**config.mk**
```make
export PLATFORM = sky130hd
export DESIGN_NAME = byte_ring_fifo_dual_reader_core
export DESIGN_NICKNAME = d
export VERILOG_FILES = /design/src/rtl/core/brfdr_pkg.sv /design/src/rtl/core/brfdr_ctrl.sv /design/src/rtl/core/brfdr_dpath.sv /design/src/rtl/core/byte_ring_fifo_dual_reader_core.sv
export SDC_FILE = /design/constraint.sdc
export NUM_CORES = 1
export LEC_CHECK = 0
export BUFFER_PORTS_ARGS = -buffer_cell sky130_fd_sc_hd__buf_2
export CAP_MARGIN = 5
export CORE_ASPECT_RATIO = 0.7
export CORE_MARGIN = 2
export CORE_UTILIZATION = 45
export CTS_CLUSTER_DIAMETER = 60
export CTS_CLUSTER_SIZE = 14
export DETAILED_ROUTE_END_ITERATION = 6
export SLEW_MARGIN = 0
export SYNTH_ARGS = -nofsm -noshare
export SYNTH_HDL_FRONTEND = slang
export SYNTH_SLANG_ARGS = --single-unit
```
**constraint.sdc**
```tcl
create_clock -name clock -period 5.65 [get_ports clock]
set_clock_uncertainty 0.2 [all_clocks]
set_input_delay 0.565 -clock clock [delete_from_list [all_inputs] [get_ports clock]]
set_output_delay 0.565 -clock clock [all_outputs]
set_load 0.02 [all_outputs]
```
**src/rtl/core/brfdr_pkg.sv**
```systemverilog
// Shared constants and types for the dual-reader byte ring.
package brfdr_pkg;

   localparam int DEPTH       = 64;
   localparam int PTR_W       = (DEPTH > 1) ? $clog2(DEPTH) : 1;
   localparam int CNT_W       = 6;
   localparam int WIDE_W      = ((PTR_W > CNT_W) ? PTR_W : CNT_W) + 1;
   localparam int MAX_RESULTS = 63;

   typedef enum logic [2:0] {
      OP_PUSH  = 3'd0,
      OP_POP1  = 3'd1,
      OP_POP2  = 3'd2,
      OP_PEEK  = 3'd3,
      OP_CLEAR = 3'd4
   } op_type;

   typedef enum logic [1:0] {
      ST_IDLE,
      ST_EXEC,
      ST_DRAIN,
      ST_PEEK
   } state_type;

   typedef struct packed {
      logic capture;
      logic exec;
      logic single_load;
      logic peek_issue;
      logic peek_load;
   } cmd_type;

   typedef struct packed {
      logic stream;
      logic out_free;
      logic pend;
      logic left_zero;
   } sts_type;

endpackage

```
**src/rtl/core/brfdr_ctrl.sv**
```systemverilog
// Controller state machine: sequences capture, execute and result delivery.
module brfdr_ctrl (
   input  logic               clock,
   input  logic               reset,
   input  logic               req_valid,
   output logic               req_ready,
   output brfdr_pkg::cmd_type cmd,
   input  brfdr_pkg::sts_type sts
);
   import brfdr_pkg::*;

   state_type state_ff;
   state_type state_in;
   logic      load;

   always_ff @(posedge clock) begin
      if (reset) begin
         state_ff <= ST_IDLE;
      end else begin
         state_ff <= state_in;
      end
   end

   always_comb begin
      state_in  = state_ff;
      req_ready = 1'b0;
      cmd       = '0;
      load      = 1'b0;
      unique case (state_ff)
         ST_IDLE: begin
            req_ready = 1'b1;
            if (req_valid) begin
               cmd.capture = 1'b1;
               state_in    = ST_EXEC;
            end
         end
         ST_EXEC: begin
            cmd.exec = 1'b1;
            state_in = sts.stream ? ST_PEEK : ST_DRAIN;
         end
         ST_DRAIN: begin
            if (sts.out_free) begin
               cmd.single_load = 1'b1;
               state_in        = ST_IDLE;
            end
         end
         ST_PEEK: begin
            load           = sts.pend && sts.out_free;
            cmd.peek_load  = load;
            cmd.peek_issue = !sts.left_zero && (!sts.pend || load);
            if (load && sts.left_zero) begin
               state_in = ST_IDLE;
            end
         end
         default: begin
            state_in = ST_IDLE;
         end
      endcase
   end

endmodule

```
**src/rtl/core/brfdr_dpath.sv**
```systemverilog
// Datapath: pointers, byte store, peek walker and result register.
module brfdr_dpath (
   input  logic                       clock,
   input  logic                       reset,
   input  brfdr_pkg::cmd_type         cmd,
   output brfdr_pkg::sts_type         sts,
   input  logic [2:0]                 req_opcode,
   input  logic [7:0]                 req_data_in,
   input  logic [5:0]                 req_peek_offset,
   output logic                       rsp_valid,
   input  logic                       rsp_ready,
   output logic                       rsp_ok,
   output logic                       rsp_has_byte,
   output logic [7:0]                 rsp_data_out,
   output logic                       rsp_last,
   output logic [brfdr_pkg::CNT_W-1:0] rsp_count_one,
   output logic [brfdr_pkg::CNT_W-1:0] rsp_count_two,
   output logic                       rsp_is_empty,
   output logic                       rsp_is_full,
   output logic                       rsp_is_empty_two
);
   import brfdr_pkg::*;

   function automatic logic [PTR_W-1:0] ring_next(input logic [PTR_W-1:0] p);
      logic [PTR_W-1:0] r;
      if (p == PTR_W'(DEPTH - 1)) begin
         r = '0;
      end else begin
         r = p + PTR_W'(1);
      end
      return r;
   endfunction

   function automatic logic [PTR_W-1:0] ring_dist(input logic [PTR_W-1:0] w,
                                                  input logic [PTR_W-1:0] from);
      logic [PTR_W:0] s;
      if (w >= from) begin
         s = {1'b0, w} - {1'b0, from};
      end else begin
         s = {1'b0, w} + (PTR_W+1)'(DEPTH) - {1'b0, from};
      end
      return s[PTR_W-1:0];
   endfunction

   logic [7:0]       mem [DEPTH];
   logic [2:0]       op_ff;
   logic [7:0]       data_ff;
   logic [5:0]       offset_ff;
   logic [PTR_W-1:0] wr_ff, wr_in;
   logic [PTR_W-1:0] rd1_ff, rd1_in;
   logic [PTR_W-1:0] rd2_ff, rd2_in;
   logic [PTR_W-1:0] pos_ff, pos_in;
   logic [5:0]       left_ff, left_in;
   logic             pend_ff, pend_in;
   logic             res_ok_ff, res_ok_in;
   logic             res_has_ff, res_has_in;
   logic [7:0]       rd_data_ff;
   logic             rd_en;
   logic [PTR_W-1:0] rd_addr;
   logic             wr_en;
   logic             stream;

   logic             full_w, empty_w, empty2_w;
   logic [PTR_W-1:0] cnt1_w, cnt2_w;
   logic [WIDE_W-1:0] cnt_x, off_x, diff_x, sum_x;

   logic             rsp_valid_ff;
   logic             rsp_ok_ff, rsp_has_ff, rsp_last_ff;
   logic [7:0]       rsp_data_ff;
   logic [CNT_W-1:0] rsp_c1_ff, rsp_c2_ff;
   logic             rsp_e_ff, rsp_f_ff, rsp_e2_ff;
   logic             out_free;

   assign cnt1_w   = ring_dist(wr_ff, rd1_ff);
   assign cnt2_w   = ring_dist(wr_ff, rd2_ff);
   assign empty_w  = (rd1_ff == wr_ff);
   assign empty2_w = (rd2_ff == wr_ff);
   assign full_w   = (ring_next(wr_ff) == rd1_ff);
   assign cnt_x    = WIDE_W'(cnt1_w);
   assign off_x    = WIDE_W'(offset_ff);
   assign diff_x   = cnt_x - off_x;
   assign sum_x    = WIDE_W'(rd1_ff) + off_x;
   assign out_free = !rsp_valid_ff || rsp_ready;

   always_comb begin
      wr_in      = wr_ff;
      rd1_in     = rd1_ff;
      rd2_in     = rd2_ff;
      pos_in     = pos_ff;
      left_in    = left_ff;
      res_ok_in  = res_ok_ff;
      res_has_in = res_has_ff;
      rd_en      = 1'b0;
      rd_addr    = pos_ff;
      wr_en      = 1'b0;
      stream     = 1'b0;
      pend_in    = cmd.peek_issue || (pend_ff && !cmd.peek_load);
      if (cmd.exec) begin
         res_ok_in  = 1'b0;
         res_has_in = 1'b0;
         pend_in    = 1'b0;
         unique case (op_ff)
            OP_PUSH: begin
               if (!full_w) begin
                  wr_en     = 1'b1;
                  wr_in     = ring_next(wr_ff);
                  res_ok_in = 1'b1;
               end
            end
            OP_POP1: begin
               if (!empty_w) begin
                  rd_en      = 1'b1;
                  rd_addr    = rd1_ff;
                  rd1_in     = ring_next(rd1_ff);
                  res_ok_in  = 1'b1;
                  res_has_in = 1'b1;
               end
            end
            OP_POP2: begin
               if (!empty2_w) begin
                  rd_en      = 1'b1;
                  rd_addr    = rd2_ff;
                  rd2_in     = ring_next(rd2_ff);
                  res_ok_in  = 1'b1;
                  res_has_in = 1'b1;
               end
            end
            OP_PEEK: begin
               if (!empty_w) begin
                  res_ok_in = 1'b1;
                  if (off_x < cnt_x) begin
                     stream = 1'b1;
                     if (diff_x > WIDE_W'(MAX_RESULTS)) begin
                        left_in = 6'(MAX_RESULTS);
                     end else begin
                        left_in = diff_x[5:0];
                     end
                     if (sum_x >= WIDE_W'(DEPTH)) begin
                        pos_in = PTR_W'(sum_x - WIDE_W'(DEPTH));
                     end else begin
                        pos_in = PTR_W'(sum_x);
                     end
                  end
               end
            end
            OP_CLEAR: begin
               wr_in     = '0;
               rd1_in    = '0;
               rd2_in    = '0;
               res_ok_in = 1'b1;
            end
            default: begin
               res_ok_in = 1'b0;
            end
         endcase
      end else if (cmd.peek_issue) begin
         rd_en   = 1'b1;
         rd_addr = pos_ff;
         pos_in  = ring_next(pos_ff);
         left_in = left_ff - 6'd1;
      end
   end

   always_ff @(posedge clock) begin
      if (wr_en) begin
         mem[wr_ff] <= data_ff;
      end
      if (rd_en) begin
         rd_data_ff <= mem[rd_addr];
      end
   end

   always_ff @(posedge clock) begin
      if (cmd.capture) begin
         op_ff     <= req_opcode;
         data_ff   <= req_data_in;
         offset_ff <= req_peek_offset;
      end
      pos_ff     <= pos_in;
      res_ok_ff  <= res_ok_in;
      res_has_ff <= res_has_in;
   end

   always_ff @(posedge clock) begin
      if (reset) begin
         wr_ff        <= '0;
         rd1_ff       <= '0;
         rd2_ff       <= '0;
         left_ff      <= '0;
         pend_ff      <= 1'b0;
         rsp_valid_ff <= 1'b0;
      end else begin
         wr_ff   <= wr_in;
         rd1_ff  <= rd1_in;
         rd2_ff  <= rd2_in;
         left_ff <= left_in;
         pend_ff <= pend_in;
         if (cmd.single_load || cmd.peek_load) begin
            rsp_valid_ff <= 1'b1;
         end else if (rsp_ready) begin
            rsp_valid_ff <= 1'b0;
         end
      end
   end

   always_ff @(posedge clock) begin
      if (cmd.single_load || cmd.peek_load) begin
         rsp_c1_ff <= CNT_W'(cnt1_w);
         rsp_c2_ff <= CNT_W'(cnt2_w);
         rsp_e_ff  <= empty_w;
         rsp_f_ff  <= full_w;
         rsp_e2_ff <= empty2_w;
      end
      if (cmd.single_load) begin
         rsp_ok_ff   <= res_ok_ff;
         rsp_has_ff  <= res_has_ff;
         rsp_data_ff <= res_has_ff ? rd_data_ff : 8'd0;
         rsp_last_ff <= 1'b1;
      end else if (cmd.peek_load) begin
         rsp_ok_ff   <= 1'b1;
         rsp_has_ff  <= 1'b1;
         rsp_data_ff <= rd_data_ff;
         rsp_last_ff <= (left_ff == 6'd0);
      end
   end

   assign sts.stream    = stream;
   assign sts.out_free  = out_free;
   assign sts.pend      = pend_ff;
   assign sts.left_zero = (left_ff == 6'd0);

   assign rsp_valid        = rsp_valid_ff;
   assign rsp_ok           = rsp_ok_ff;
   assign rsp_has_byte     = rsp_has_ff;
   assign rsp_data_out     = rsp_data_ff;
   assign rsp_last         = rsp_last_ff;
   assign rsp_count_one    = rsp_c1_ff;
   assign rsp_count_two    = rsp_c2_ff;
   assign rsp_is_empty     = rsp_e_ff;
   assign rsp_is_full      = rsp_f_ff;
   assign rsp_is_empty_two = rsp_e2_ff;

`ifndef ASSERT_OFF
   a_load_needs_room: assert property (@(posedge clock) disable iff (reset)
      (cmd.single_load || cmd.peek_load) |-> out_free)
      else $error("result register overwritten while held");

   a_peek_load_has_byte: assert property (@(posedge clock) disable iff (reset)
      cmd.peek_load |-> pend_ff)
      else $error("peek byte delivered without a pending read");

   a_issue_within_count: assert property (@(posedge clock) disable iff (reset)
      cmd.peek_issue |-> (left_ff != 6'd0))
      else $error("peek read issued past its byte count");

   a_push_advances: assert property (@(posedge clock) disable iff (reset)
      (cmd.exec && op_ff == OP_PUSH && !full_w) |=> (wr_ff == ring_next($past(wr_ff))))
      else $error("accepted push did not advance the write pointer");
`endif

endmodule

```
**src/rtl/core/byte_ring_fifo_dual_reader_core.sv**
```systemverilog
// Top level: dual-reader byte ring, controller plus datapath.
// A request is accepted, executed and then its result loaded into the result register; a
// new request is accepted only after that result, or a peek's last byte, has been loaded.
// A peek streams one byte per cycle while the result register is free; a held result stalls it.
// The store has one write and one registered read port; its contents are not reset.
// Synchronous active-high reset clears the three pointers, the FSM and rsp_valid.
module byte_ring_fifo_dual_reader_core (
   input  logic                        clock,
   input  logic                        reset,
   input  logic                        req_valid,
   output logic                        req_ready,
   input  logic [2:0]                  req_opcode,
   input  logic [7:0]                  req_data_in,
   input  logic [5:0]                  req_peek_offset,
   output logic                        rsp_valid,
   input  logic                        rsp_ready,
   output logic                        rsp_ok,
   output logic                        rsp_has_byte,
   output logic [7:0]                  rsp_data_out,
   output logic                        rsp_last,
   output logic [brfdr_pkg::CNT_W-1:0] rsp_count_one,
   output logic [brfdr_pkg::CNT_W-1:0] rsp_count_two,
   output logic                        rsp_is_empty,
   output logic                        rsp_is_full,
   output logic                        rsp_is_empty_two
);
   import brfdr_pkg::*;

   cmd_type cmd;
   sts_type sts;

   brfdr_ctrl u_ctrl (
      .clock     (clock),
      .reset     (reset),
      .req_valid (req_valid),
      .req_ready (req_ready),
      .cmd       (cmd),
      .sts       (sts)
   );

   brfdr_dpath u_dpath (
      .clock            (clock),
      .reset            (reset),
      .cmd              (cmd),
      .sts              (sts),
      .req_opcode       (req_opcode),
      .req_data_in      (req_data_in),
      .req_peek_offset  (req_peek_offset),
      .rsp_valid        (rsp_valid),
      .rsp_ready        (rsp_ready),
      .rsp_ok           (rsp_ok),
      .rsp_has_byte     (rsp_has_byte),
      .rsp_data_out     (rsp_data_out),
      .rsp_last         (rsp_last),
      .rsp_count_one    (rsp_count_one),
      .rsp_count_two    (rsp_count_two),
      .rsp_is_empty     (rsp_is_empty),
      .rsp_is_full      (rsp_is_full),
      .rsp_is_empty_two (rsp_is_empty_two)
   );

endmodule
```
Word level (Yosys, flattened, before mapping):

Memories as Yosys holds them, arrays and structs flattened. A register that Yosys moved wholly into a read port is not among the register bits.
Index checks and enable logic that the tools add are counted.

* flip-flop bits (word level): 79
* bits in latches: 0
* RAM bits: 512
* memory bits (read-only): 0
* output and inout port bits: 28
* logic and storage cells: 155
* memories: 1

Memory list
* u_dpath.mem: depth 64, bits a word 8, rd ports 1, clocked after memory_dff 1, write ports 1, line brfdr_dpath.sv:45 `logic [7:0] mem [DEPTH];`

* $add $sub $neg: 13
* multiply operators: 0
* div/mod/pow operators: 0
* $lt $le $gt $ge: 5
* eq/ne operators: 23
* shifts and indexed selects: 0
* mux-type cells: 63
* bitwise gates (word level): 0
* reduce and logical (&&, ||, !) cells: 28

Operators with widths (number)
* $mux 6: 24
* $pmux 6 s2: 4
* $add 6x1->6 const B: 5
* $mux 1: 25
* $eq 6x6->1 const B: 4
* $mux 8: 3
* $sub 6x6->6: 4
* $eq 6x6->1: 3
* $ge 6x6->1: 2
* $reduce_and 3->1: 4
* $reduce_bool 2->1: 6
* $sub 6x1->6 const B: 2
* $ne 2x2->1 const B: 5
* $mux 2: 4
* $ne 2x1->1 const B: 4
* $pmux 2 s4: 1
* $add 6x6->7: 1
* $ge 7x7->1 const B: 1
* $gt 7x6->1 const B: 1
* $sub 6x6->7: 1
* $eq 3x2->1 const B: 2
* $logic_not 6->1: 1
* $lt 6x6->1: 1
* $eq 2x2->1 const B: 2
* 12 further kinds: 22

Depth between registers and ports, before layout:

Gate-level depths: netlist of the first run.

* word-level depth: 10
* depth in mapped cells: 18
* depth with buffers taken out: 16

Cells and area by module:

Synthesis of the first run repeated with hierarchy kept, for this count alone.

* cell total of the unflattened synthesis: 1885
* area, all modules: 25059.0 µm²

By module, submodules not included
* brfdr_dpath: instances 1, cells each 1865, area each 24902.6 µm²
* brfdr_ctrl: instances 1, cells each 20, area each 156.4 µm²

Least setup slack after synthesis of the first run:

OpenSTA, ideal clock, no wires.

* path kind: reg-to-reg
* start point: reg u_dpath.wr_ff[0]
* end point: reg u_dpath.left_ff[3]
* arrival: 3445 ps
* slack: 1909 ps
* stages on the path, launching flop included: 17
* period minus slack after synthesis: 3741 ps
* cell sequence: dfxtp_1 > clkbuf_1 > inv_1 > ha_1 > inv_1 > fa_1 > ha_1 > nor2b_1 > o21ai_0 > a21boi_0 > o21ai_0 > a21boi_0 > o21ai_0 > nand2_1 > clkbuf_1 > o21ai_0 > a221oi_1

* cells in the longest elaborated chain, start to end: 10
* elaborated cells on any way between the ends: 17
* those cells by class: add/sub: 4; order compare: 3; eq/ne: 3; mux: 6; reduce/logical: 1

Ends and longest elaborated chain
* from (decl): line brfdr_dpath.sv:49 `logic [PTR_W-1:0] wr_ff, wr_in;`
* from (signal assigned): line brfdr_dpath.sv:193 `wr_ff <= wr_in;`
* $add 6x1->6: line brfdr_dpath.sv:40 `s = {1'b0, w} + (PTR_W+1)'(DEPTH) - {1'b0, from};`
* $sub 6x6->6: line brfdr_dpath.sv:40
* $mux 6 (*): line brfdr_dpath.sv:37 `if (w >= from) begin`
* via u_dpath.cnt1_w[1]: line brfdr_dpath.sv:64 `logic [PTR_W-1:0] cnt1_w, cnt2_w;`
* $sub 6x6->7: line brfdr_dpath.sv:81 `assign diff_x = cnt_x - off_x;`
* $gt 7x6->1: line brfdr_dpath.sv:133 `if (diff_x > WIDE_W'(MAX_RESULTS)) begin`
* $mux 6: line brfdr_dpath.sv:133
* $mux 6: line brfdr_dpath.sv:131 `if (off_x < cnt_x) begin`
* $mux 6: line brfdr_dpath.sv:129 `if (!empty_w) begin`
* $mux 6: line brfdr_dpath.sv:102 `unique case (op_ff)`
* $mux 6: line brfdr_dpath.sv:98 `if (cmd.exec) begin`
* to (signal assigned): line brfdr_dpath.sv:196 `left_ff <= left_in;`
* to (decl): line brfdr_dpath.sv:53 `logic [5:0] left_ff, left_in;`

The timed path passes the listed nets; every way through them passes the cells marked *. The select of a mux whose other input is x is not followed.
A chain may end at the register's enable or synchronous reset.

Worst setup path after layout of the first run:

* start point: reg u_dpath.wr_ff[0]
* end point: reg u_dpath.rd_data_ff[3], read port of u_dpath.mem (data pin)

* cells in the longest elaborated chain, start to end: 4
* elaborated cells on any way between the ends: 10
* those cells by class: eq/ne: 2; mux: 8

Ends and longest elaborated chain
* $eq 6x6->1, on equally long branches: line brfdr_dpath.sv:77, brfdr_dpath.sv:76
* $mux 6 (tied with other cells): line brfdr_dpath.sv:120 `if (!empty2_w) begin`
* $pmux 6 s2 / $pmux 1 s2 (equally long branches): line brfdr_dpath.sv:102
* $mux 6 / $mux 1 (equally long branches): line brfdr_dpath.sv:98
* to (decl): line brfdr_dpath.sv:57 `logic [7:0] rd_data_ff;`

Parallel ways exist; a longest one is shown, timed or not.

==> results.md, run 1 <==
- Status: complete, but fails checks
- Failing checks: DRC
- Slew @ Worst Pin: 1.18 ns
- Initial Utilization: 45.8%
- M1 GR Usage: 36.3%
- P_sw: 1.77 mW
- Starting DRT DRC Count: 1,854
- Drt wl/cell: 25.7 µm
- CP Max Fanout: 43
- Routed vias/inst: 6.04
- Total CTS buffers: 49
- Adder and majority cell fraction of the synthesized area: 1.64%
- Power, Total: 8.38 mW
- Area growth from synthesis to layout: 10.0%
- Final number of setup-violating endpoints: 0
- F_max: 0.201 GHz
- Setup TNS: 0 ns
- Met2 usage: 33.6%
- H-tree levels: 2
- Port bufs: 48
- PD cells: 299 nW/µm²
- Global route total overflow: 0
- # Max-Cap Violations: 0
- Max VDD drop: 0.258 mV
- Comb pwr share: 3.9%
- CP Data Arrival Time: 5.10 ns
- Crit path cell chain: inv_1 > ha_1 > nand3_1 > o311ai_2 > o211a_1 > or2_2 > buf_12 > mux2_1 > a222oi_1 > a32oi_1 > o311ai_1 > nand3_1
- Max incr delay on CP: 0.64 ns
- Vias in the first global route: 15,014
- Fraction of layout cells with a size suffix above 1: 12.4%
- Gpl congestion: 0.924
- Ys flop type: edfxtp_1
- Sw Share: 21.2%
- Required time of the critical path: 5.78 ns
- Largest family of logic cells by synthesized area: simple AND/OR/NAND/NOR gates
- Post-synthesis sequential element count: 599
- Fraction of synthesized cell area taken by the top area cell type: 67.2%
- Internal Power: 6.61 mW
- Clk root buf: clkbuf_16
- ANT cells: 0
- Sequential area share after synthesis: 69.5%
- Drt pass-1 iters: 7
- Chip Height: 203 µm
- Hold WC Path Type: in2reg
- Final hold vios: 0
- Chip Width: 288 µm
- Synthesized Nets: 1,870
- RSZ-0062 raised after global routing: no
- Synth Area in XOR/XNOR: 1.17%
- ANT nets after route: 0
- Cell family with most CP delay: compound AO/OA/AOI/OAI gates
- Average size of a mapped cell: 14.0 µm²
- Clock Power Share: 37.1%
- Slew margin rel.: 20.7%
- Global-route wire length before repair: 100,000 µm
- GRT Resource Usage Total: 23.2%
- Met3 usage: 4.44%
- DRC: 8
- Most common cell on crit path: nand3_1
- Clk sinks: 599
- EDFF count, synth: 570
- CP Buf/Inv Count: 2
- Startpoint types: flip-flop
- Post CTS Setup Buffer Count: 0
- CTS tree: built
- Slowest CP cell: or2_2
- Leakage Power: 9.31 nW
- Final period util: 87.9%
- Slew Viols, Final: 0
- Largest cells by area after synthesis: edfxtp_1 67%, nand2_1 4.2%, dfxtp_1 2.3%, mux2i_1 1.9%, a311oi_1 1.7%
- Cts repair resizes: 0
- Ys Warns: 0
- Row cnt: 72
- Crit. End Element: flip-flop
- Total core area: 55,600 µm²
- Layout Nets: 1,930
- Post-Route WL: 67,500 µm
- IO Pins: 49
- Compound-gate portion of the synthesized area: 9.59%
- Final period demand of the worst path: 4.97 ns
- Post-synth cell types: 80
- Simple-Gate Fraction of Synth Area: 10.6%
- Async S/R FF share, synth: 0%
- Via count: 15,869
- Area leader, netlist: edfxtp_1
- Syn Inst Count: 1,818
- Synth Cell Area: 25,500 µm²
- Sequential Power Share: 59.1%
- Clk_lat worst skew: 0.60 ns
- Clock Pin Slew Worst Setup and Hold Paths: 0.07 ns
- DPL Wire Length: 43,200 µm
- Die area: 58,600 µm²
- Top Usage Layer GRT: met1
- Multiplexer share of the synthesized area: 4.71%
- Initial antenna violation count: 0
- CTS max path bufs: 3
- Pin count of the biggest net entering global routing: 88
- Setup Crit Path Kind: reg2reg
- Final core utilization: 50.4%
==> cells in the final DEF (no fill, tap or decap), types with 8 or more instances in the layout <==
cell,count
dlygate4sd3_1,17
mux2_1,10
or4_1,9
o21ai_0,58
mux2_2,22
a21oi_1,53
xor2_1,10
a311o_1,17
nor3_1,9
a222oi_1,8
xnor2_1,21
mux4_2,16
nor3_2,8
o21ai_1,11
mux2i_1,48
nor2_1,89
a211oi_1,19
a32oi_1,16
o311ai_1,14
clkbuf_16,49
o22a_1,17
dfxtp_1,29
o221a_2,8
buf_4,52
ha_1,27
nand3_1,79
edfxtp_1,570
nand2_1,283
inv_1,39
and3_1,52
a21o_1,10
nand3b_1,8
nor2b_1,12
a311oi_1,49
buf_2,48
==> cells in the mapped netlist (all sizes together), types with 3 or more instances <==
cell type and number:
o22ai 3, a211oi 19, inv 40, nor2 90, a21oi 54, o221a 8
dfxtp 29, fa 4, a32o 3, a32oi 18, mux2 32, ha 27
a222oi 8, o211ai 4, nor3b 3, nand2 285, o22a 17, a311o 17
a311oi 49, o21ai 69, a21boi 4, or3 7, and2 6, and3 52
clkbuf 53, nand3 81, a221oi 3, a21o 10, xnor2 21, or4 9
mux2i 48, o311ai 18, nand2b 5, buf 57, nor2b 12, nand3b 8
edfxtp 570, or2 4, mux4 16, nor3 17, xor2 11
==> flip-flops by register name, indices dropped and copies added (netlist names), 2 cells and up <==
register               count
u_dpath.mem              512
u_dpath.rd1_ff             6
u_ctrl.state_ff            2
u_dpath.pos_ff             6
u_dpath.wr_ff              6
u_dpath.rsp_data_out       8
u_dpath.op_ff              3
u_dpath.offset_ff          6
u_dpath.rd_data_ff         8
u_dpath.left_ff            6
u_dpath.rd2_ff             6
u_dpath.rsp_count_one      6
u_dpath.data_ff            8
u_dpath.rsp_count_two      6
==> repair_timing <==
item,in CTS,in global routing
hold buffers,17,0
endpoints found under the hold margin,17,0
setup endpoints to repair,0,0
==> through the flow <==
step | instances | instance area (µm²) | worst slack [ns] | hold slack (ns)
after floorplan | 1818 | 25500 | 1.91 | 0.257
after global placement | 2550 | 26500 | 0.728 | 0.270
after detailed placement | 2550 | 26500 | 0.790 | 0.289
after CTS | 2627 | 28000 | 0.779 | 0.0353
after global routing | 2627 | 28000 | 0.438 | 0.0876
final | 2627 | 28000 | 0.685 | 0.0705
==> power groups by stage <==
stage | combinational, mW | clock, mW | sequential (mW)
floorplan | 0.116 | 0 | 5.10
global placement | 0.316 | 0 | 5.05
detailed placement | 0.320 | 0 | 5.05
CTS | 0.329 | 3.17 | 4.95
global route | 0.352 | 3.32 | 4.95
finish | 0.326 | 3.11 | 4.95
==> path summary, 6_finish.rpt <==
check	to	cells past startpoint	start	slack, ns
worst max-delay path	u_dpath.rd_data_ff[3]$_DFFE_PP_	12	u_dpath.wr_ff[0]$_SDFFE_PP0P_	0.68
worst min-delay path	u_ctrl.state_ff[1]$_SDFFE_PP0P_	4	rsp_ready	0.07
worst max register to register	u_dpath.rd_data_ff[3]$_DFFE_PP_	12	u_dpath.wr_ff[0]$_SDFFE_PP0P_	0.68
worst min register to register	u_dpath.rsp_last$_SDFFE_PP1P_	2	u_dpath.rsp_last$_SDFFE_PP1P_	0.30
==> layer usage <==
layer | vias up | part of all wire [%]
li1 | 7055 | -
met5 | - | 0
met4 | 0 | 1.8
met3 | 79 | 8.6
met1 | 8026 | 46
met2 | 709 | 43
==> worst register-to-register path, cell delays in order (launching register included) <==
cell and delay [ns]:
dfxtp_1 0.51, inv_1 0.21, ha_1 0.36, nand3_1 0.13, o311ai_2 0.55, o211a_1 0.29, or2_2 0.64, buf_12 0.38
mux2_1 0.41, a222oi_1 0.47, a32oi_1 0.25, o311ai_1 0.20, nand3_1 0.11
==> logic make-up after synthesis <==
| family | count (synthesis) |
|---|---|
| buffers and inverters | 150 |
| adders and majority gates | 31 |
| AOI/OAI and AO/OA | 322 |
| xor gates and xnor gates | 32 |
| and+or+nand+nor | 588 |
| muxes | 96 |
| DFF | 599 |
==> final cells by class <==
type,count,area (µm²)
clock buffers,56,1250
clock inverters,4,66.3
fillers,4618,27500
inverters,40,150
multi-input cells,1069,7100
flip-flops and latches,599,17700
well taps,740,926
repair buffers,119,841
Note: power is estimated with default switching activity, not from simulation.
==> inputs of run 2 (changes only) <==
--- a/config.mk
+++ b/config.mk
@@ -5,6 +5,7 @@
 export SDC_FILE = /design/constraint.sdc
 export NUM_CORES = 1
 export LEC_CHECK = 0
+export ABC_AREA = 1
 export BUFFER_PORTS_ARGS = -buffer_cell sky130_fd_sc_hd__buf_2
 export CAP_MARGIN = 5
 export CORE_ASPECT_RATIO = 0.7
==> run 2 against run 1 <==
  * The run now ends clean
  * Sequential share of layout area is 4.2 points lower
  * Largest cell class unchanged
  * Sequential power up 2%
  * Critical path depth rose by 4
  * Via count up 21%
  * Flip-flop and latch count stayed put
  * Die area grew 6.9%
  * First-iteration DRC count up 29%
  * Worst hold slack better by 0.071 ns
  * Total power increased by 14%
  * Clock-buffer cell count up 13
  * Area after synthesis rose by 7.0%
  * Clock power is 6% higher
==> results.md, run 2 <==
- Count leader, synth: edfxtp_1
- R2r worst-path depth: 16
- Setup Crit Path Kind: reg2reg
- Post-synth cell types: 36
- Final core utilization: 50.1%
- Final std cell area, no fill: 30,000 µm²
- Slew @ Worst Pin: 1.07 ns
- RSZ-0062 raised after global routing: no
- CP Buf/Inv Count: 2
- Met2 usage: 32.9%
- Area growth from synthesis to layout: 10.1%
- Internal Power: 7.08 mW
- Placed cell areas: 28,400 µm²
- Sequential area share after synthesis: 64.9%
- Global route total overflow: 0
- ANT nets after route: 0
- Clk root buf: clkbuf_16
- Total CTS buffers: 50
- Largest register FFs: 512
- ANT cells: 0
- Ys flop type: edfxtp_1
- WHS: 0.141 ns
- Routed vias/inst: 5.60
- Post-route insts no fill: 3,422
- Hold EP: u_ctrl.state_ff[1]$_SDFFE_PP0P_
- CTS tree: built
- Largest cells by area after synthesis: edfxtp_1 63%, nand3_1 9.9%, nand2_1 6.4%, nand3b_1 5.1%, inv_1 4.4%
- Slew Viols, Final: 0
- Pin count of the biggest net entering global routing: 106
- Average size of a mapped cell: 10.7 µm²
- Final hold vios: 0
- Async S/R FF share, synth: 0%
- CTS max path bufs: 3
- Via count: 19,160
- Synthesized Nets: 2,607
- Vias in the first global route: 17,721
- IO Pins: 49
- P_sw: 2.48 mW
- Drt wl/cell: 21.9 µm
- Synth cell count leaders: 570 x edfxtp_1, 538 x nand3_1, 463 x nand2_1, 317 x inv_1, 185 x nand3b_1
- Comb pwr share: 12.5%
- Clk_lat worst skew: 0.60 ns
- Internal reg-to-reg setup slack: 1.15 ns
- Gpl congestion: 0.908
- Synth Cell Area: 27,300 µm²
- Sw Share: 25.9%
- Area leader, netlist: edfxtp_1
- Startpoint types: flip-flop
- Worst Hold Depth: 4
- Met3 usage: 6.50%
- Hold WC Path Type: in2reg
- CP Max Fanout: 95
- Leakage Power: 11.5 nW
- DRC: 0
- Max VDD drop: 0.263 mV
- Final number of setup-violating endpoints: 0
- Clock Pin Slew Worst Setup and Hold Paths: 0.07 ns
- Most common cell on crit path: nand3_1
- Initial antenna violation count: 1
- H-tree levels: 2
- Chip Width: 298 µm
- F_max: 0.222 GHz
- PD cells: 319 nW/µm²
- Crit. path cell count: 16
- Clk sinks: 599
- Clock Power Share: 34.5%
- R2R Path Start: u_dpath.wr_ff[0]$_SDFFE_PP0P_
- RR Endpoint: u_dpath.rd_data_ff[5]$_DFFE_PP_
- Syn Inst Count: 2,555
- Max incr delay on CP: 0.60 ns
- Fraction of synthesized cell area taken by the top area cell type: 62.8%
- Crit path cell chain: inv_1 > ha_1 > nand3_1 > nor2_1 > nand2_1 > nand3_1 > nand2_1 > nand2_8 > buf_4 > nand3b_1 > nand3_1 > nand3_1 > nand3_1 > nand3_1 > nand3_1 > nand2_1
- Port bufs: 48
- Top Usage Layer GRT: met1
- Chip Height: 210 µm
- Worst Setup SP: u_dpath.wr_ff[0]$_SDFFE_PP0P_
- Slowest CP cell: buf_4
- Drt pass-1 iters: 5
- Post-Route WL: 75,100 µm
- Sequential Power Share: 53.0%
- # Max-Cap Violations: 0
- Post-synthesis sequential element count: 599
- Cells after DPL: 3,329
- M1 GR Usage: 37.1%
- Register area: 17,700 µm²
- Layout fillers: 5,357
- Die area: 62,600 µm²
- EDFF count, synth: 570
- Final period util: 79.7%
- CP Data Arrival Time: 4.65 ns
- Commonest non-fill, non-tap cell in the layout: edfxtp_1
- Starting DRT DRC Count: 2,398
- GRT Resource Usage Total: 23.8%
- DPL Wire Length: 44,900 µm
- Status: complete, no violations
- Setup TNS: 0 ns
- Ys Warns: 0
- Layout Nets: 2,642
- Post CTS Setup Buffer Count: 0
- Global-route wire length before repair: 112,000 µm
- Hold_sp: rsp_ready
- Required time of the critical path: 5.80 ns
- Cell family with most CP delay: simple AND/OR/NAND/NOR gates
- Row cnt: 75
- Multi-input gate area: 7710 µm²
- Fraction of layout cells with a size suffix above 1: 7.04%
- Total core area: 59,900 µm²
- Final period demand of the worst path: 4.50 ns
- Initial Utilization: 45.5%
- Largest register by flop count: u_dpath.mem
- Crit. End Element: flip-flop
- Slew margin rel.: 28.3%
- Commonest non-fill, non-tap cells in the layout: 570 x edfxtp_1, 538 x nand3_1, 460 x nand2_1
==> run 2: cell types whose count changed after synthesis, sizes merged, moves of 38 or more <==
cell | previous run | this run
nand3 | 81 | 539
inv | 40 | 319
and3 | 52 | 0
buf | 57 | 120
a311oi | 49 | 0
nand3b | 8 | 185
nor2 | 90 | 128
mux2i | 48 | 0
nand2 | 285 | 465
==> run 2: cell type report <==
cell class	count	share of cell area [%]
timing repair buffer	124	3.18
multi-input combinational	1496	25.7
inverter	319	3.99
clock inverter	7	0.225
tap	808	3.37
clock buffer	69	4.62
sequential	599	59.0
==> run 2: how the worst max path moves through the flow <==
| stage | end | slack [ns] |
|---|---|---|
| floorplan | u_dpath.left_ff[5]$_SDFFE_PP0P_ | 2.37 |
| global placement | u_dpath.rd_data_ff[5]$_DFFE_PP_ | 1.45 |
| detailed placement | u_dpath.rd_data_ff[5]$_DFFE_PP_ | 1.35 |
| CTS | u_dpath.rd_data_ff[5]$_DFFE_PP_ | 1.32 |
| global route | u_dpath.rd_data_ff[5]$_DFFE_PP_ | 0.96 |
| finish | u_dpath.rd_data_ff[5]$_DFFE_PP_ | 1.15 |
==> run 2: logic make-up (layout without fill, tap and decap cells) <==
| group | after synthesis | after routing | share of synthesized area, % |
|---|---|---|---|
| AND/OR/NAND/NOR | 1342 | 1342 | 23.8 |
| flip-flops | 599 | 599 | 64.9 |
| buffers and inverters | 460 | 519 | 6.98 |
| AO/OA/AOI/OAI | 104 | 104 | 2.19 |
| adder cells (fa/ha/maj) | 31 | 31 | 1.53 |
| XOR/XNOR | 19 | 19 | 0.610 |
==> run 2: stage by stage <==
step | total power [mW] | setup slack, ns
3_3_place_gp | 6.31 | 1.45
2_1_floorplan | 5.88 | 2.37
5_1_grt | 9.89 | 0.961
3_5_place_dp | 6.33 | 1.35
6_report | 9.56 | 1.15
4_1_cts | 9.60 | 1.32
==> run 2: what timing repair did <==
| action | CTS | global route |
|---|---|---|
| resized for setup | 0 | 0 |
| hold buffers | 17 | 0 |
| endpoints found under the hold margin | 17 | 0 |
==> run 2: power groups by stage <==
stage | clock, mW | sequential, mW | combinational [mW]
finish | 3.30 | 5.07 | 1.20
global route | 3.52 | 5.07 | 1.30
CTS | 3.35 | 5.07 | 1.18
detailed placement | 0 | 5.17 | 1.16
global placement | 0 | 5.16 | 1.15
floorplan | 0 | 5.25 | 0.631
==> run 2: worst register-to-register path, stage by stage (launching register included) <==
cell,delay [ns]
dfxtp_1,0.45
inv_1,0.24
ha_1,0.45
nand3_1,0.11
nor2_1,0.15
nand2_1,0.15
nand3_1,0.10
nand2_1,0.13
nand2_8,0.50
buf_4,0.65
nand3b_1,0.16
nand3_1,0.12
nand3_1,0.25
nand3_1,0.27
nand3_1,0.16
nand3_1,0.10
nand2_1,0.06
==> run 2: layer usage <==
layer	wire [µm]	vias to the layer above
li1	-	8826
met1	34400	9351
met2	30800	890
met3	8550	93
met4	1290	0
met5	0	-
==> inputs of run 3 (changes only) <==
==> constraint.sdc (replaced) <==
create_clock -name clock -period 3.85 [get_ports clock]
set_clock_uncertainty 0.2 [all_clocks]
set_input_delay 0.385 -clock clock [delete_from_list [all_inputs] [get_ports clock]]
set_output_delay 0.385 -clock clock [all_outputs]
set_load 0.02 [all_outputs]
==> run 3 against run 2 <==
  * Flip-flop and latch count did not move
  * Die area is the same
  * Sequential share of layout area down 0.98 points
  * Largest power group unchanged
  * Highest routed layer unchanged
==> results.md, run 3 (synthesized netlist as in run 2, its figures left out) <==
- Area growth from synthesis to layout: 12.0%
- Total CTS buffers: 48
- Via count: 19,446
- Clock Pin Slew Worst Setup and Hold Paths: 0.08 ns
- Largest register by flop count: u_dpath.mem
- PD cells: 451 nW/µm²
- Fraction of layout cells with a size suffix above 1: 9.32%
- Slew Viols, Final: 0
- Initial antenna violation count: 2
- Internal reg-to-reg setup slack: 0.17 ns
- RSZ-0062 raised after global routing: no
- Global-route wire length before repair: 114,000 µm
- Drt wl/cell: 21.7 µm
- IO Pins: 49
- Starting DRT DRC Count: 2,411
- Crit path cell chain: ha_1 > nand3_1 > nor2_1 > nand2_1 > nand2_1 > o22ai_1 > nand2_1 > nand2_2 > buf_4 > nand3_1 > nand3_1 > nand3_1 > nand3_1 > nand2_1
- DRC: 0
- CTS max path bufs: 3
- Clock Power Share: 33.0%
- Commonest non-fill, non-tap cell in the layout: edfxtp_1
- R2R Path Start: u_dpath.wr_ff[3]$_SDFFE_PP0P_
- Most common cell on crit path: nand3_1
- CTS tree: built
- Largest register FFs: 512
- Gpl congestion: 0.902
- Drt pass-1 iters: 6
- Slew margin rel.: 34.9%
- Initial Utilization: 45.5%
- Post-Route WL: 75,700 µm
- Leakage Power: 11.9 nW
- Pin count of the biggest net entering global routing: 126
- Clk sinks: 599
- Chip Height: 210 µm
- Final hold vios: 0
- Commonest non-fill, non-tap cells in the layout: 570 x edfxtp_1, 538 x nand3_1, 459 x nand2_1
- Chip Width: 298 µm
- Final period demand of the worst path: 3.68 ns
- Port bufs: 48
- ANT nets after route: 0
- Hold WC Path Type: in2reg
- # Max-Cap Violations: 0
- R2r worst-path depth: 14
- Register area: 17,700 µm²
- Row cnt: 75
- Comb pwr share: 12.7%
- Slew @ Worst Pin: 0.977 ns
- Max incr delay on CP: 0.54 ns
- Layout fillers: 5,365
- Total core area: 59,900 µm²
- Status: complete, no violations
- Sw Share: 26.0%
- Layout Nets: 2,708
- Global route total overflow: 0
- Clk root buf: clkbuf_16
- Vias in the first global route: 18,225
- Setup Crit Path Kind: reg2reg
- CP endpoint: u_dpath.rd_data_ff[2]$_DFFE_PP_
- Crit. End Element: flip-flop
- H-tree levels: 2
- CP Max Fanout: 40
- P_sw: 3.58 mW
- WHS: 0.0221 ns
- Sequential Power Share: 54.3%
- Die area: 62,600 µm²
- CP Data Arrival Time: 3.83 ns
- DPL Wire Length: 45,600 µm
- F_max: 0.271 GHz
- Final number of setup-violating endpoints: 0
- Internal Power: 10.2 mW
- Multi-input gate area: 7730 µm²
- Cells after DPL: 3,389
- Startpoint types: flip-flop
- Worst Setup SP: u_dpath.wr_ff[3]$_SDFFE_PP0P_
- Slowest CP cell: dfxtp_1
- Max VDD drop: 0.490 mV
- Routed vias/inst: 5.58
- Clk_lat worst skew: 0.59 ns
- Final period util: 95.7%
- Post-route insts no fill: 3,482
- RR Endpoint: u_dpath.rd_data_ff[2]$_DFFE_PP_
- Required time of the critical path: 3.99 ns
- GRT Resource Usage Total: 23.8%
## run 3: worst min-delay path by stage
stage / from / endpoint / slack (ns) / cells past startpoint
finish: req_valid / u_dpath.op_ff[2]$_DFFE_PP_ / 0.02 / 3
global route: req_valid / u_dpath.op_ff[2]$_DFFE_PP_ / 0.02 / 3
CTS: req_valid / u_dpath.op_ff[0]$_DFFE_PP_ / 0.002 / 3
detailed placement: u_dpath.rsp_last$_SDFFE_PP1P_ / u_dpath.rsp_last$_SDFFE_PP1P_ / 0.26 / 1
global placement: u_dpath.rsp_last$_SDFFE_PP1P_ / u_dpath.rsp_last$_SDFFE_PP1P_ / 0.25 / 1
floorplan: u_dpath.pend_ff$_SDFF_PP0_ / u_dpath.pend_ff$_SDFF_PP0_ / 0.26 / 2
## run 3: layout make-up
class | count | area share, %
clock buffer | 67 | 4.24
tap | 808 | 3.31
inverter | 319 | 3.94
sequential | 599 | 58.0
multi-input combinational | 1496 | 25.3
timing repair buffer | 192 | 5.19
antenna | 1 | 0.00820
## run 3: repair_timing
item | CTS | global route
hold buffers | 18 | 0
gates resized for setup | 1 | 15
endpoints found under the hold margin | 19 | 0
gates cloned | 0 | 2
pin swaps | 0 | 3
endpoints found under the setup margin | 8 | 47
setup buffers | 0 | 5
## run 3: worst max-delay path, delay by kind of cell, from the launching register on
family	cells	cell delay (ns)
buffers and inverters	1	0.46
DFF	1	0.54
adders and majority gates	1	0.37
and+or+nand+nor	11	1.62
AOI/OAI and AO/OA	1	0.21
## run 3: metal layers
layer	share of wire (%)	global-route usage, %
met5	0	0
met4	1.8	5.03
met1	47	38.2
met3	9.3	3.62
met2	42	33.9
## run 3: through the flow
stage | instance area [µm²] | setup TNS [ns] | worst slack [ns] | util, % | power [mW]
4_1_cts | 30400 | 0 | 0.0800 | 50.7 | 13.8
6_report | 30500 | 0 | 0.167 | 51.0 | 13.8
2_1_floorplan | 27300 | 0 | 0.573 | - | 8.63
3_5_place_dp | 28900 | -0.370 | -0.0544 | 48.3 | 9.30
5_1_grt | 30500 | 0 | 0.0273 | 51.0 | 14.2
3_3_place_gp | 28900 | 0 | 0.0280 | 48.3 | 9.28
## run 3: power groups by stage
stage	Combinational (mW)	Sequential, mW	Clock, mW
floorplan	0.926	7.70	0
global placement	1.67	7.61	0
detailed placement	1.69	7.61	0
CTS	1.71	7.47	4.61
global route	1.90	7.48	4.84
finish	1.75	7.47	4.53
